[config.mk]
export PLATFORM = sky130hd
export DESIGN_NAME = command_link_frame_parser
export DESIGN_NICKNAME = d
export VERILOG_FILES = /design/src/rtl/clp_pkg.sv /design/src/rtl/clp_front.sv /design/src/rtl/clp_queue.sv /design/src/rtl/clp_back.sv /design/src/rtl/command_link_frame_parser.sv
export SDC_FILE = /design/constraint.sdc
export NUM_CORES = 1
export LEC_CHECK = 0
export ABC_AREA = 1
export BUFFER_PORTS_ARGS = -buffer_cell sky130_fd_sc_hd__buf_2
export CORE_ASPECT_RATIO = 0.7
export CORE_UTILIZATION = 35
export DETAILED_ROUTE_END_ITERATION = 6
export PLACE_DENSITY = 0.6
export SYNTH_ARGS = -nofsm -noshare
export SYNTH_HDL_FRONTEND = slang
export SYNTH_SLANG_ARGS = --single-unit
[constraint.sdc]
create_clock -name clk -period 8.3 [get_ports clk]
set_clock_uncertainty 0.15 [all_clocks]
set_input_delay 0.83 -clock clk [delete_from_list [all_inputs] [get_ports clk]]
set_output_delay 0.83 -clock clk [all_outputs]
set_load 0.03 [all_outputs]
[src/rtl/clp_pkg.sv]
// Shared types and constants for the command link frame parser.
package clp_pkg;

    localparam int DEBUG_FRAME_LEN   = 12;
    localparam int WEATHER_FRAME_LEN = 8;
    localparam int LINE_LIMIT        = 63;
    localparam int BURST_LEN         = 12;
    localparam int QUEUE_DEPTH       = 2;

    localparam logic [7:0] BYTE_SYNC_A  = 8'hAA;
    localparam logic [7:0] BYTE_SYNC_B  = 8'h55;
    localparam logic [7:0] BYTE_DEBUG   = 8'h01;
    localparam logic [7:0] CMD_WEATHER  = 8'h71;
    localparam logic [7:0] CMD_SPEED    = 8'h38;
    localparam logic [7:0] CMD_SWING    = 8'h39;
    localparam logic [7:0] CMD_ACTIVE   = 8'h60;
    localparam logic [7:0] CMD_QUIET    = 8'h61;
    localparam logic [7:0] CMD_SAVE     = 8'h62;
    localparam logic [7:0] CMD_ACT_0    = 8'h29;
    localparam logic [7:0] CMD_ACT_1    = 8'h30;
    localparam logic [7:0] CMD_ACT_2    = 8'h31;
    localparam logic [7:0] CMD_ACT_3    = 8'h32;
    localparam logic [7:0] CMD_ACT_4    = 8'h33;
    localparam logic [7:0] CMD_ACT_5    = 8'h34;
    localparam logic [7:0] CMD_ACT_6    = 8'h35;
    localparam logic [7:0] CMD_ACT_7    = 8'h36;
    localparam logic [7:0] CMD_ACT_8    = 8'h37;
    localparam logic [7:0] CMD_TAIL     = 8'h40;
    localparam logic [7:0] CMD_ACT_10   = 8'h41;
    localparam logic [7:0] CMD_ACT_11   = 8'h42;
    localparam logic [7:0] CMD_ACT_13   = 8'h43;
    localparam logic [7:0] CMD_ACT_14   = 8'h48;
    localparam logic [7:0] CMD_ACT_15   = 8'h49;
    localparam logic [7:0] CMD_DISPLAY  = 8'h70;
    localparam logic [7:0] CHAR_LF      = 8'h0A;
    localparam logic [7:0] CHAR_CR      = 8'h0D;
    localparam logic [7:0] SPEED_MAX    = 8'd200;
    localparam logic [7:0] SPEED_MIN    = 8'd120;
    localparam logic [7:0] SPEED_FLOOR  = 8'd100;
    localparam logic [7:0] SPEED_STEP   = 8'd20;
    localparam logic [3:0] SWING_MAX    = 4'd9;
    localparam logic [3:0] SWING_MIN    = 4'd4;
    localparam logic [3:0] SWING_FLOOR  = 4'd3;

    localparam logic [1:0] CHAN_ECHO  = 2'd0;
    localparam logic [1:0] CHAN_VOICE = 2'd1;
    localparam logic [1:0] CHAN_NONE  = 2'd2;

    localparam logic [1:0] WREQ_NONE   = 2'd0;
    localparam logic [1:0] WREQ_ACTIVE = 2'd1;
    localparam logic [1:0] WREQ_QUIET  = 2'd2;
    localparam logic [1:0] WREQ_SAVE   = 2'd3;

    typedef enum logic [1:0] {
        KIND_SILENT = 2'd0,
        KIND_ECHO   = 2'd1,
        KIND_BURST  = 2'd2
    } kind_t;

    typedef struct packed {
        logic [2:0]  face_sel;
        logic [3:0]  motion_sel;
        logic [7:0]  speed_delay;
        logic [3:0]  swing_delay;
        logic [4:0]  flags;
        logic [1:0]  work_mode_request;
        logic [1:0]  events;
        logic [47:0] weather_record;
    } status_t;

    typedef struct packed {
        kind_t                    kind;
        logic [BURST_LEN-1:0][7:0] bytes;
        status_t                  status;
    } job_t;

endpackage

[src/rtl/clp_front.sv]
// Front end: frame tracking, command decode and job building for each byte.
module clp_front (
    input  logic                clk,
    input  logic                rst_n,
    input  logic                accept,
    input  logic [7:0]          rx_byte,
    output clp_pkg::job_t       job
);

    logic        debug_active_reg, debug_active_next;
    logic [3:0]  debug_count_reg, debug_count_next;
    logic [clp_pkg::DEBUG_FRAME_LEN-1:0][7:0] debug_frame_reg, debug_frame_next;
    logic        weather_active_reg, weather_active_next;
    logic [2:0]  weather_count_reg, weather_count_next;
    logic [clp_pkg::WEATHER_FRAME_LEN-1:0][7:0] weather_frame_reg, weather_frame_next;
    logic [47:0] weather_reg, weather_next;
    logic [2:0]  face_reg, face_next;
    logic [3:0]  action_reg, action_next;
    logic [7:0]  speed_reg, speed_next;
    logic [3:0]  swing_reg, swing_next;
    logic [3:0]  mode_reg, mode_next;
    logic [5:0]  line_count_reg, line_count_next;
    logic        line_ready_reg, line_ready_next;

    always_comb
    begin
        logic [1:0] wreq;
        logic [1:0] ev;
        logic [3:0] dcnt;
        logic [3:0] wcnt;
        debug_active_next   = debug_active_reg;
        debug_count_next    = debug_count_reg;
        debug_frame_next    = debug_frame_reg;
        weather_active_next = weather_active_reg;
        weather_count_next  = weather_count_reg;
        weather_frame_next  = weather_frame_reg;
        weather_next        = weather_reg;
        face_next           = face_reg;
        action_next         = action_reg;
        speed_next          = speed_reg;
        swing_next          = swing_reg;
        mode_next           = mode_reg;
        line_count_next     = line_count_reg;
        line_ready_next     = line_ready_reg;
        wreq = clp_pkg::WREQ_NONE;
        ev   = 2'b00;
        dcnt = debug_count_reg + 4'd1;
        wcnt = {1'b0, weather_count_reg} + 4'd1;
        job.kind  = clp_pkg::KIND_SILENT;
        job.bytes = '0;
        if (debug_active_reg)
        begin
            debug_frame_next[debug_count_reg] = rx_byte;
            debug_count_next = dcnt;
            if (dcnt == 4'd2)
            begin
                if (rx_byte != clp_pkg::BYTE_SYNC_B)
                begin
                    weather_active_next   = 1'b1;
                    weather_frame_next[0] = rx_byte;
                    weather_count_next    = 3'd1;
                    debug_active_next     = 1'b0;
                end
            end
            else if (dcnt == 4'(clp_pkg::DEBUG_FRAME_LEN))
            begin
                if (debug_frame_next[0] == clp_pkg::BYTE_SYNC_A &&
                    debug_frame_next[1] == clp_pkg::BYTE_SYNC_B &&
                    debug_frame_next[2] == clp_pkg::BYTE_DEBUG &&
                    debug_frame_next[clp_pkg::DEBUG_FRAME_LEN-2] == clp_pkg::BYTE_SYNC_B &&
                    debug_frame_next[clp_pkg::DEBUG_FRAME_LEN-1] == clp_pkg::BYTE_SYNC_A)
                begin
                    job.kind = clp_pkg::KIND_BURST;
                    for (int k = 0; k < clp_pkg::BURST_LEN; k++)
                        job.bytes[k] = debug_frame_next[k];
                end
                debug_active_next = 1'b0;
                debug_count_next  = 4'd0;
            end
        end
        else if (rx_byte == clp_pkg::BYTE_SYNC_A)
        begin
            debug_active_next  = 1'b1;
            debug_frame_next[0] = rx_byte;
            debug_count_next   = 4'd1;
        end
        else if (weather_active_reg)
        begin
            weather_frame_next[weather_count_reg] = rx_byte;
            weather_count_next = wcnt[2:0];
            if (wcnt == 4'(clp_pkg::WEATHER_FRAME_LEN))
            begin
                if (rx_byte == clp_pkg::BYTE_SYNC_B)
                begin
                    for (int k = 0; k < 6; k++)
                        weather_next[8*k +: 8] = weather_frame_next[k];
                    mode_next[2] = 1'b1;
                    ev[0] = 1'b1;
                    job.kind = clp_pkg::KIND_BURST;
                    job.bytes[0]  = clp_pkg::BYTE_SYNC_A;
                    job.bytes[1]  = clp_pkg::BYTE_SYNC_B;
                    job.bytes[2]  = clp_pkg::BYTE_DEBUG;
                    job.bytes[3]  = weather_frame_next[0];
                    job.bytes[4]  = weather_frame_next[1];
                    job.bytes[5]  = weather_frame_next[2];
                    job.bytes[6]  = weather_frame_next[4];
                    job.bytes[7]  = weather_frame_next[5];
                    job.bytes[8]  = 8'h00;
                    job.bytes[9]  = 8'h00;
                    job.bytes[10] = clp_pkg::BYTE_SYNC_B;
                    job.bytes[11] = clp_pkg::BYTE_SYNC_A;
                end
                weather_active_next = 1'b0;
                weather_count_next  = 3'd0;
            end
        end
        else
        begin
            job.kind     = clp_pkg::KIND_ECHO;
            job.bytes[0] = rx_byte;
            mode_next[3] = 1'b1;
            if (rx_byte == clp_pkg::CMD_WEATHER)
            begin
                mode_next[2] = ~mode_reg[2];
                ev[0] = ~mode_reg[2];
            end
            else
            begin
                mode_next[2] = 1'b0;
                case (rx_byte)
                    clp_pkg::CMD_ACT_0: begin face_next = 3'd0; action_next = 4'd0; end
                    clp_pkg::CMD_ACT_1: begin face_next = 3'd5; action_next = 4'd1; end
                    clp_pkg::CMD_ACT_2: begin face_next = 3'd2; action_next = 4'd2; end
                    clp_pkg::CMD_ACT_3: action_next = 4'd3;
                    clp_pkg::CMD_ACT_4: begin face_next = 3'd4; action_next = 4'd4; end
                    clp_pkg::CMD_ACT_5: begin face_next = 3'd1; action_next = 4'd5; end
                    clp_pkg::CMD_ACT_6: action_next = 4'd6;
                    clp_pkg::CMD_ACT_7: action_next = 4'd7;
                    clp_pkg::CMD_ACT_8: action_next = 4'd8;
                    clp_pkg::CMD_SPEED:
                    begin
                        if (speed_reg == clp_pkg::SPEED_MIN)
                            speed_next = clp_pkg::SPEED_MAX;
                        else if (speed_reg > clp_pkg::SPEED_FLOOR)
                            speed_next = speed_reg - clp_pkg::SPEED_STEP;
                        else
                            speed_next = clp_pkg::SPEED_MAX;
                    end
                    clp_pkg::CMD_SWING:
                    begin
                        if (swing_reg == clp_pkg::SWING_MIN)
                            swing_next = clp_pkg::SWING_MAX;
                        else if (swing_reg > clp_pkg::SWING_FLOOR)
                            swing_next = swing_reg - 4'd1;
                        else
                            swing_next = clp_pkg::SWING_MAX;
                    end
                    clp_pkg::CMD_TAIL:
                    begin
                        face_next = 3'd4;
                        mode_next[0] = ~mode_reg[0];
                    end
                    clp_pkg::CMD_ACT_10: action_next = 4'd10;
                    clp_pkg::CMD_ACT_11: action_next = 4'd11;
                    clp_pkg::CMD_ACT_13: begin face_next = 3'd6; action_next = 4'd13; end
                    clp_pkg::CMD_ACT_14: begin face_next = 3'd1; action_next = 4'd14; end
                    clp_pkg::CMD_ACT_15: action_next = 4'd15;
                    clp_pkg::CMD_DISPLAY: mode_next[1] = ~mode_reg[1];
                    clp_pkg::CMD_ACTIVE: wreq = clp_pkg::WREQ_ACTIVE;
                    clp_pkg::CMD_QUIET:  wreq = clp_pkg::WREQ_QUIET;
                    clp_pkg::CMD_SAVE:   wreq = clp_pkg::WREQ_SAVE;
                    default: ;
                endcase
            end
            ev[1] = 1'b1;
            if (line_count_reg < 6'(clp_pkg::LINE_LIMIT))
            begin
                line_count_next = line_count_reg + 6'd1;
                if (rx_byte == clp_pkg::CHAR_LF || rx_byte == clp_pkg::CHAR_CR)
                    line_ready_next = 1'b1;
            end
        end
        job.status.face_sel          = face_next;
        job.status.motion_sel        = action_next;
        job.status.speed_delay       = speed_next;
        job.status.swing_delay       = swing_next;
        job.status.flags             = {line_ready_next, mode_next};
        job.status.work_mode_request = wreq;
        job.status.events            = ev;
        job.status.weather_record    = weather_next;
    end

    always_ff @(posedge clk or negedge rst_n)
    begin
        if (!rst_n)
        begin
            debug_active_reg   <= 1'b0;
            debug_count_reg    <= 4'd0;
            weather_active_reg <= 1'b0;
            weather_count_reg  <= 3'd0;
            weather_reg        <= '0;
            face_reg           <= 3'd0;
            action_reg         <= 4'd0;
            speed_reg          <= clp_pkg::SPEED_MAX;
            swing_reg          <= clp_pkg::SWING_MAX;
            mode_reg           <= 4'd0;
            line_count_reg     <= 6'd0;
            line_ready_reg     <= 1'b0;
        end
        else if (accept)
        begin
            debug_active_reg   <= debug_active_next;
            debug_count_reg    <= debug_count_next;
            weather_active_reg <= weather_active_next;
            weather_count_reg  <= weather_count_next;
            weather_reg        <= weather_next;
            face_reg           <= face_next;
            action_reg         <= action_next;
            speed_reg          <= speed_next;
            swing_reg          <= swing_next;
            mode_reg           <= mode_next;
            line_count_reg     <= line_count_next;
            line_ready_reg     <= line_ready_next;
        end
    end

    always_ff @(posedge clk)
    begin
        if (accept)
        begin
            debug_frame_reg   <= debug_frame_next;
            weather_frame_reg <= weather_frame_next;
        end
    end

endmodule

[src/rtl/clp_queue.sv]
// Two-entry job queue between front and back ends.
module clp_queue (
    input  logic          clk,
    input  logic          rst_n,
    input  logic          push,
    input  clp_pkg::job_t push_job,
    output logic          full,
    input  logic          pop,
    output logic          head_valid,
    output clp_pkg::job_t head_job
);

    clp_pkg::job_t entry_reg [clp_pkg::QUEUE_DEPTH];
    logic       wr_ptr_reg, rd_ptr_reg;
    logic [1:0] count_reg, count_next;

    assign full       = (count_reg == 2'(clp_pkg::QUEUE_DEPTH));
    assign head_valid = (count_reg != 2'd0);
    assign head_job   = entry_reg[rd_ptr_reg];
    assign count_next = count_reg + {1'b0, push} - {1'b0, pop};

    always_ff @(posedge clk or negedge rst_n)
    begin
        if (!rst_n)
        begin
            wr_ptr_reg <= 1'b0;
            rd_ptr_reg <= 1'b0;
            count_reg  <= 2'd0;
        end
        else
        begin
            if (push)
                wr_ptr_reg <= ~wr_ptr_reg;
            if (pop)
                rd_ptr_reg <= ~rd_ptr_reg;
            count_reg <= count_next;
        end
    end

    always_ff @(posedge clk)
    begin
        if (push)
            entry_reg[wr_ptr_reg] <= push_job;
    end

    a_count_range: assert property (@(posedge clk) disable iff (!rst_n)
        count_reg <= 2'(clp_pkg::QUEUE_DEPTH))
        else $error("queue count out of range");
    a_no_overflow: assert property (@(posedge clk) disable iff (!rst_n)
        full |-> !push)
        else $error("push into full queue");
    a_no_underflow: assert property (@(posedge clk) disable iff (!rst_n)
        !head_valid |-> !pop)
        else $error("pop from empty queue");

endmodule

[src/rtl/clp_back.sv]
// Back end: expands a queued job into output beats through an output register.
module clp_back (
    input  logic           clk,
    input  logic           rst_n,
    input  logic           head_valid,
    input  clp_pkg::job_t  head_job,
    output logic           pop,
    output logic           out_valid,
    input  logic           out_ready,
    output logic [1:0]     tx_channel,
    output logic [7:0]     tx_byte,
    output logic           last,
    output clp_pkg::status_t status
);

    logic       valid_reg, valid_next;
    logic [3:0] idx_reg, idx_next;
    logic       load, idx_last;
    logic [1:0] chan_next;
    logic [7:0] byte_next;
    logic [1:0] chan_reg;
    logic [7:0] byte_reg;
    logic       last_reg;
    clp_pkg::status_t status_reg;

    assign load     = head_valid && (!valid_reg || out_ready);
    assign idx_last = (head_job.kind != clp_pkg::KIND_BURST) ||
                      (idx_reg == 4'(clp_pkg::BURST_LEN - 1));
    assign pop      = load && idx_last;
    assign idx_next = pop ? 4'd0 : (load ? idx_reg + 4'd1 : idx_reg);
    assign valid_next = load ? 1'b1 : (out_ready ? 1'b0 : valid_reg);

    always_comb
    begin
        case (head_job.kind)
            clp_pkg::KIND_ECHO:
            begin
                chan_next = clp_pkg::CHAN_ECHO;
                byte_next = head_job.bytes[0];
            end
            clp_pkg::KIND_BURST:
            begin
                chan_next = clp_pkg::CHAN_VOICE;
                byte_next = head_job.bytes[idx_reg];
            end
            default:
            begin
                chan_next = clp_pkg::CHAN_NONE;
                byte_next = 8'h00;
            end
        endcase
    end

    always_ff @(posedge clk or negedge rst_n)
    begin
        if (!rst_n)
        begin
            valid_reg <= 1'b0;
            idx_reg   <= 4'd0;
        end
        else
        begin
            valid_reg <= valid_next;
            idx_reg   <= idx_next;
        end
    end

    always_ff @(posedge clk)
    begin
        if (load)
        begin
            chan_reg   <= chan_next;
            byte_reg   <= byte_next;
            last_reg   <= idx_last;
            status_reg <= head_job.status;
        end
    end

    assign out_valid  = valid_reg;
    assign tx_channel = chan_reg;
    assign tx_byte    = byte_reg;
    assign last       = last_reg;
    assign status     = status_reg;

    a_idx_range: assert property (@(posedge clk) disable iff (!rst_n)
        idx_reg < 4'(clp_pkg::BURST_LEN))
        else $error("beat index out of range");
    a_idx_only_burst: assert property (@(posedge clk) disable iff (!rst_n)
        (idx_reg != 4'd0) |-> (head_valid && head_job.kind == clp_pkg::KIND_BURST))
        else $error("beat index set without a burst at head");
    a_pop_sets_last: assert property (@(posedge clk) disable iff (!rst_n)
        pop |=> (out_valid && last))
        else $error("job retired without a last beat");

endmodule

[src/rtl/command_link_frame_parser.sv]
// Top level of the command link frame parser.
// Input channel: in_valid / in_ready with rx_byte, one received byte per beat.
// Output channel: out_valid / out_ready with tx_channel, tx_byte, last and the
// status fields (modes, delays, flags, work mode request, events, weather record).
// Each input byte yields one output beat, or twelve voice-link beats for a
// forwarded debug frame or a weather report; last marks the final beat.
// The front end decodes a byte in the cycle it is accepted and pushes a job
// into a two-entry queue; the back end drains one beat per cycle, while
// out_ready is high, through an output register. A job passes the queue entry
// and then the output register before out_valid rises. While out_ready is high,
// single-beat bytes go one per cycle and a burst goes one beat per cycle.
// in_ready drops only when the queue holds two jobs; a stalled receiver fills
// the queue and then holds off input without losing beats.
// Reset clears frame tracking, modes, counters and the queue; speed delay
// starts at 200 and swing delay at 9.
module command_link_frame_parser (
    input  logic        clk,
    input  logic        rst_n,
    input  logic        in_valid,
    output logic        in_ready,
    input  logic [7:0]  rx_byte,
    output logic        out_valid,
    input  logic        out_ready,
    output logic [1:0]  tx_channel,
    output logic [7:0]  tx_byte,
    output logic        last,
    output logic [2:0]  face_sel,
    output logic [3:0]  motion_sel,
    output logic [7:0]  speed_delay,
    output logic [3:0]  swing_delay,
    output logic [4:0]  flags,
    output logic [1:0]  work_mode_request,
    output logic [1:0]  events,
    output logic [47:0] weather_record
);

    logic             accept, full, pop, head_valid;
    clp_pkg::job_t    job, head_job;
    clp_pkg::status_t status;

    assign in_ready = !full;
    assign accept   = in_valid && !full;

    clp_front u_front (
        .clk     (clk),
        .rst_n   (rst_n),
        .accept  (accept),
        .rx_byte (rx_byte),
        .job     (job)
    );

    clp_queue u_queue (
        .clk        (clk),
        .rst_n      (rst_n),
        .push       (accept),
        .push_job   (job),
        .full       (full),
        .pop        (pop),
        .head_valid (head_valid),
        .head_job   (head_job)
    );

    clp_back u_back (
        .clk        (clk),
        .rst_n      (rst_n),
        .head_valid (head_valid),
        .head_job   (head_job),
        .pop        (pop),
        .out_valid  (out_valid),
        .out_ready  (out_ready),
        .tx_channel (tx_channel),
        .tx_byte    (tx_byte),
        .last       (last),
        .status     (status)
    );

    assign face_sel          = status.face_sel;
    assign motion_sel        = status.motion_sel;
    assign speed_delay       = status.speed_delay;
    assign swing_delay       = status.swing_delay;
    assign flags             = status.flags;
    assign work_mode_request = status.work_mode_request;
    assign events            = status.events;
    assign weather_record    = status.weather_record;

endmodule

# == Word-level counts from Yosys, hierarchy flattened ==
# Memory sizes are Yosys's and may differ from the RTL's.
# Index checks and enable logic that the tools add are counted.
# word_totals
register_bits,343
mem_bits_rw,348
input_bits,12
output_inout_bits,89
wordCells,255
mem_count,1
# op_classes
n_addsub,8
n_lt_le_gt_ge,8
eq_ne,45
n_mux,110
bitwise_logic,8
n_reduce_logical,27
# mem_list
memory,depth,word_bits,rd,rd_clocked_by_memory_dff,wr,line,rtl
u_queue.entry_reg,2,174,1,0,1,clp_queue.sv:13,clp_pkg::job_t entry_reg [clp_pkg::QUEUE_DEPTH];
# op_table
op,count
$mux 98,7
$mux 48,5
$mux 8,18
$eq 8x7->1 const B,15
$bwmux 96,1
$eq 8x6->1 const B,11
$mux 88,1
$mux 4,19
$bwmux 64,1
$pmux 4 s14,1
$bmux 8 s4,1
$demux 8 s4,1
$mux 1,31
$mux 3,10
$demux 8 s3,1
$eq 8x8->1 const B,3
$mux 2,9
$pmux 3 s6,1
$eq 8x4->1 const B,2
$pmux 8 s2,1
$eq 4x4->1 const B,3
$lt 4x5->1 const B,2
$reduce_and 5->1,2
$reduce_bool 2->1,5
30 further kinds,55

# == Longest topological paths before layout ==
# logic_depth
ltp_word,14
ltp_mapped,15
depth_no_buf,14

# == Cells and area by module ==
# A second synthesis with hierarchy kept.
# unflattened
hier_cells,2890
area_unflattened_um2,30286.5
# modules_own_cells
mod,instances,cells_per_inst,area_per_inst_um2,seq_area_each_um2
clp_queue,1,934,13514.2,10550.1
clp_front,1,1542,12620.9,6507.5
clp_back,1,411,4137.7,2737.6
command_link_frame_parser,1,3,13.8,0.0

# == Worst setup path after synthesis ==
# No wires, ideal clock.
# synth_path
path_type,input port to flip-flop
from,input in_valid
to,memory u_queue.entry_reg[0][0] (netlist bit) (enable)
setup_ns,0.709
arrival_time_ns,8.412
t_required_ns,7.441
slack_ns,-0.972
cell_stages,3
n_path_buf,1
cell_sequence,nand2_1 clkbuf_1 nor2_1
# synth_between
elab_chain_len,3
# synth_rtl
element,line,rtl
start: declaration,command_link_frame_parser.sv:19,"input logic in_valid,"
$logic_and 1x1->1,command_link_frame_parser.sv:42,assign accept = in_valid && !full;
$mux 1,clp_queue.sv:42,if (push)
$mux 1 (implied by the code),clp_queue.sv:43,entry_reg[wr_ptr_reg] <= push_job;
end: declaration,clp_queue.sv:13,
# No other way between the ends.

# == Final worst setup path ==
# layout_path
from,register u_queue.rd_ptr_reg
to,register u_back.byte_reg[5] (netlist: u_back.tx_byte[5]) (data pin)
# layout_between
elab_chain_len,4
word_cells_on_any_way,6
classes_between,2 x eq/ne; 3 x mux; 1 x memory
# layout_rtl
element,line,rtl
start: declaration,clp_queue.sv:14,"logic wr_ptr_reg, rd_ptr_reg;"
start signal: assignment,clp_queue.sv:35,rd_ptr_reg <= ~rd_ptr_reg;
$mem_v2 2x174 (*),n/a,
$bmux 8 s4,clp_back.sv:44,byte_next = head_job.bytes[idx_reg];
$mux 8 (implied by the code),clp_back.sv:44,
$pmux 8 s2 (*),clp_back.sv:35,case (head_job.kind)
end signal: assignment,clp_back.sv:73,byte_reg <= byte_next;
end: declaration,clp_back.sv:22,logic [7:0] byte_reg;
# Mark *: on every way between the ends. The rest lies on a longest branch, timed or not. The select of a mux whose other input is x is not followed.
# A chain may end at the register's enable or synchronous reset.

==> metrics.cfg <==
[worst_setup_path]
cp_top_family=buffers and inverters
cp_common_cell=nand2_1
critPathSlowestCell=dfrtp_4
rrSetupSlack_ns=4.24
required_ns=8.61
cp.arrival_ns=4.37
crit_fanout=60
r2r_end=u_back.tx_byte[5]
worstRegToRegCells=11
endpoint_kind=flop
critPathBufInv=3
crit_path_cell_trace=inv_4 > buf_4 > buf_4 > o21ai_0 > o22ai_1 > nor2_1 > o21ai_0 > nand2_1 > nand2_1 > nand2_1 > nand2_1
rr_startpoint=u_queue.rd_ptr_reg
max_stage_delay_ns=0.74
path_class=flop to flop
startpoint_type=flop

[routing]
postRouteAntennaNets=0
drc=0
viasPerCell=4.89
first_pass_iters=6
drt_iter0_drc=1687
drt-wirelength-per-cell_um=17.4
vias=18900
drt-total-wl_um=67300

[synth]
synth_flop_cell=edfxtp_1
synthArstFlopShare_pct=14.3
synth-edff-count=577
yosysSeqAreaShare_pct=69.0
netlist_instances=2651
ys_ff_latch=673
syn_area_per_cell_um2=10.8
ys_warn_count=0
synthDistinctLibCells=43
netlist_area_mm2=0.0286

[power_and_ir_drop]
leakage_nw=12.8
ir_drop_uv=268
seqPwrFrac_pct=45.1
cellPowerDensity_mw_per_mm2=362
comb_power_share_pct=29.5
clockPowerShare_pct=25.4
p_sw_w=0.00424
p_sw_share_pct=36.2
internal_power_w=0.00746

[layout]
area_growth_pct=12.9
largest_register_ffs=346
fin_nets=2767
design_area_mm2=0.0323
drive_gt1_share_pct=9.46
nFillCells=7699
diodes=0

[clock_network]
post_cts_buffers=0
worstSkewPairLatency_ns=0.61
ctsResizeCount=0
cts_tree=yes
clkTransAtPathRegs_ns=0.06
cts-buffers-inserted=66
cts-root-buf=clkbuf_16
clock_path_buffers=3
ctsHoldBuffers=0
cts.sink_count=673
htreeDepth=3

[global_route]
grt_pass1_wl_um=105000
grt_antenna_before_repair=2
grt_usage_pct=16.4
grt_pass1_vias=17500
overflow=0
grt_max_degree=144

[timing]
fin_crit_sh_pct=48.9
rsz0062_at_grt=false
timing.fmax_ghz=0.246
tightest_slew_ns=1.04
finalHoldViolCount=0
drv_slew=0
min_period_ns=4.06
tns_ns=0
setup_violations=0
slew_headroom_pct=30.4

[place]
portBuffers=100
place.gp.congestion=0.823
hpwl_um=41500
place_area_mm2=0.0302

[min_path]
holdCritPathClass=primary input to async pin

[floorplanning]
core-area_mm2=0.0807
initial_utilization_pct=35.5
io_pins=101
rows=87
die_h_um=241
die-width_um=344
die_area_mm2=0.0829

[flow_run]
drv_cap=0

[outcome]
status=completed

synth_stat cells, types with 9 or more instances:
library cell  instances  area [um^2]
a21oi_1              19         95.1
a31oi_1              50          313
buf_1                 9         33.8
buf_2                25          125
buf_4                11         82.6
clkbuf_1             91          342
dfrtp_1              91         2280
edfxtp_1            577        17300
ha_1                 16          200
inv_1               156          586
nand2_1             829         3110
nand3_1              84          420
nand4_1              53          332
nor2_1              236          886
o211ai_1             34          255
o21ai_0             254         1270
o21ai_1               9         45.0
o22ai_1              17          106
or2_2                11         68.8
how the worst max path moves through the flow:
stage | startpoint | to | slack [ns] | cells past startpoint
2_1_floorplan | in_valid | u_queue.entry_reg[0][0] | 1.94 | 3
3_3_place_gp | rx_byte[0] | u_queue.entry_reg[0][147] | 4.02 | 11
3_5_place_dp | rx_byte[0] | u_queue.entry_reg[1][150] | 4.04 | 11
4_1_cts | u_front.debug_count_reg[0] | u_queue.entry_reg[1][150] | 4.26 | 12
5_1_grt | u_front.debug_count_reg[0] | u_queue.entry_reg[0][144] | 3.93 | 12
6_report | u_queue.rd_ptr_reg | u_back.tx_byte[5] | 4.24 | 11
metrics by stage:
step,hold WS (ns),utilization [%],std cells,power [W],setup WS [ns]
after global routing,0.159,40.0,3860,0.0124,3.93
after floorplan,0.277,-,2688,0.00778,1.94
final,0.114,40.0,3860,0.0117,4.24
after detailed placement,0.311,37.4,3739,0.00883,4.04
after CTS,0.123,40.0,3860,0.0118,4.26
after global placement,0.291,37.4,3739,0.00878,4.02
placed cells by master, fill, tap and decap left out, types with 6 or more instances in the layout:
master,n
a21oi_1,19
a31oi_1,50
buf_2,99
buf_4,23
clkbuf_1,19
clkbuf_16,71
clkinv_1,9
clkinv_2,12
conb_1,38
dfrtp_1,90
edfxtp_1,577
ha_1,16
inv_1,154
inv_2,7
nand2_1,829
nand3_1,84
nand4_1,53
nor2_1,232
nor2_4,7
nor3_1,8
o211ai_1,34
o21ai_0,254
o21ai_1,9
o221ai_1,8
o22ai_1,17
or2_2,11
xnor2_1,6
xor2_1,6
power groups by stage:
stage	combinational [W]	clock [W]	sequential, W
final	0.00345	0.00298	0.00528
after global routing	0.00388	0.00318	0.00538
after CTS	0.00348	0.00305	0.00529
after detailed placement	0.00348	0	0.00535
after global placement	0.00345	0	0.00534
after floorplan	0.00201	0	0.00577
layer usage:
layer	GRT usage (%)	part of all wire [%]	up-vias
met4	3.87	1.7	0
li1	-	-	9240
met5	0	0	-
met1	24.4	48	9054
met2	24.6	45	510
met3	3.21	5.9	82
cell type report:
| class | instances | area, um^2 | share of cell area [%] |
|---|---|---|---|
| multi-input cells | 1709 | 7780 | 24.1 |
| clock inverters | 28 | 225 | 0.697 |
| well taps | 1068 | 1340 | 4.14 |
| inverters | 166 | 631 | 1.95 |
| clock buffers | 93 | 1890 | 5.85 |
| flip-flops and latches | 673 | 19700 | 61.1 |
| repair buffers | 123 | 688 | 2.13 |
logic make-up after synthesis:
kind of cell | Yosys count | synth area share, %
simple gates | 1241 | 17.7
flops | 673 | 69.0
compound gates | 401 | 7.83
buf+inv | 306 | 4.38
fa+ha+maj | 16 | 0.700
xor+xnor | 12 | 0.368
other cells | 1 | 0.0131
mux | 1 | 0.0394
worst register-to-register path, stage by stage (launching register included):
cell     delay (ns)
dfrtp_4        0.74
inv_4          0.37
buf_4          0.72
buf_4          0.70
o21ai_0        0.19
o22ai_1        0.14
nor2_1         0.06
o21ai_0        0.43
nand2_1        0.13
nand2_1        0.09
nand2_1        0.06
nand2_1        0.13
Power figures use the tool's default switching activity.
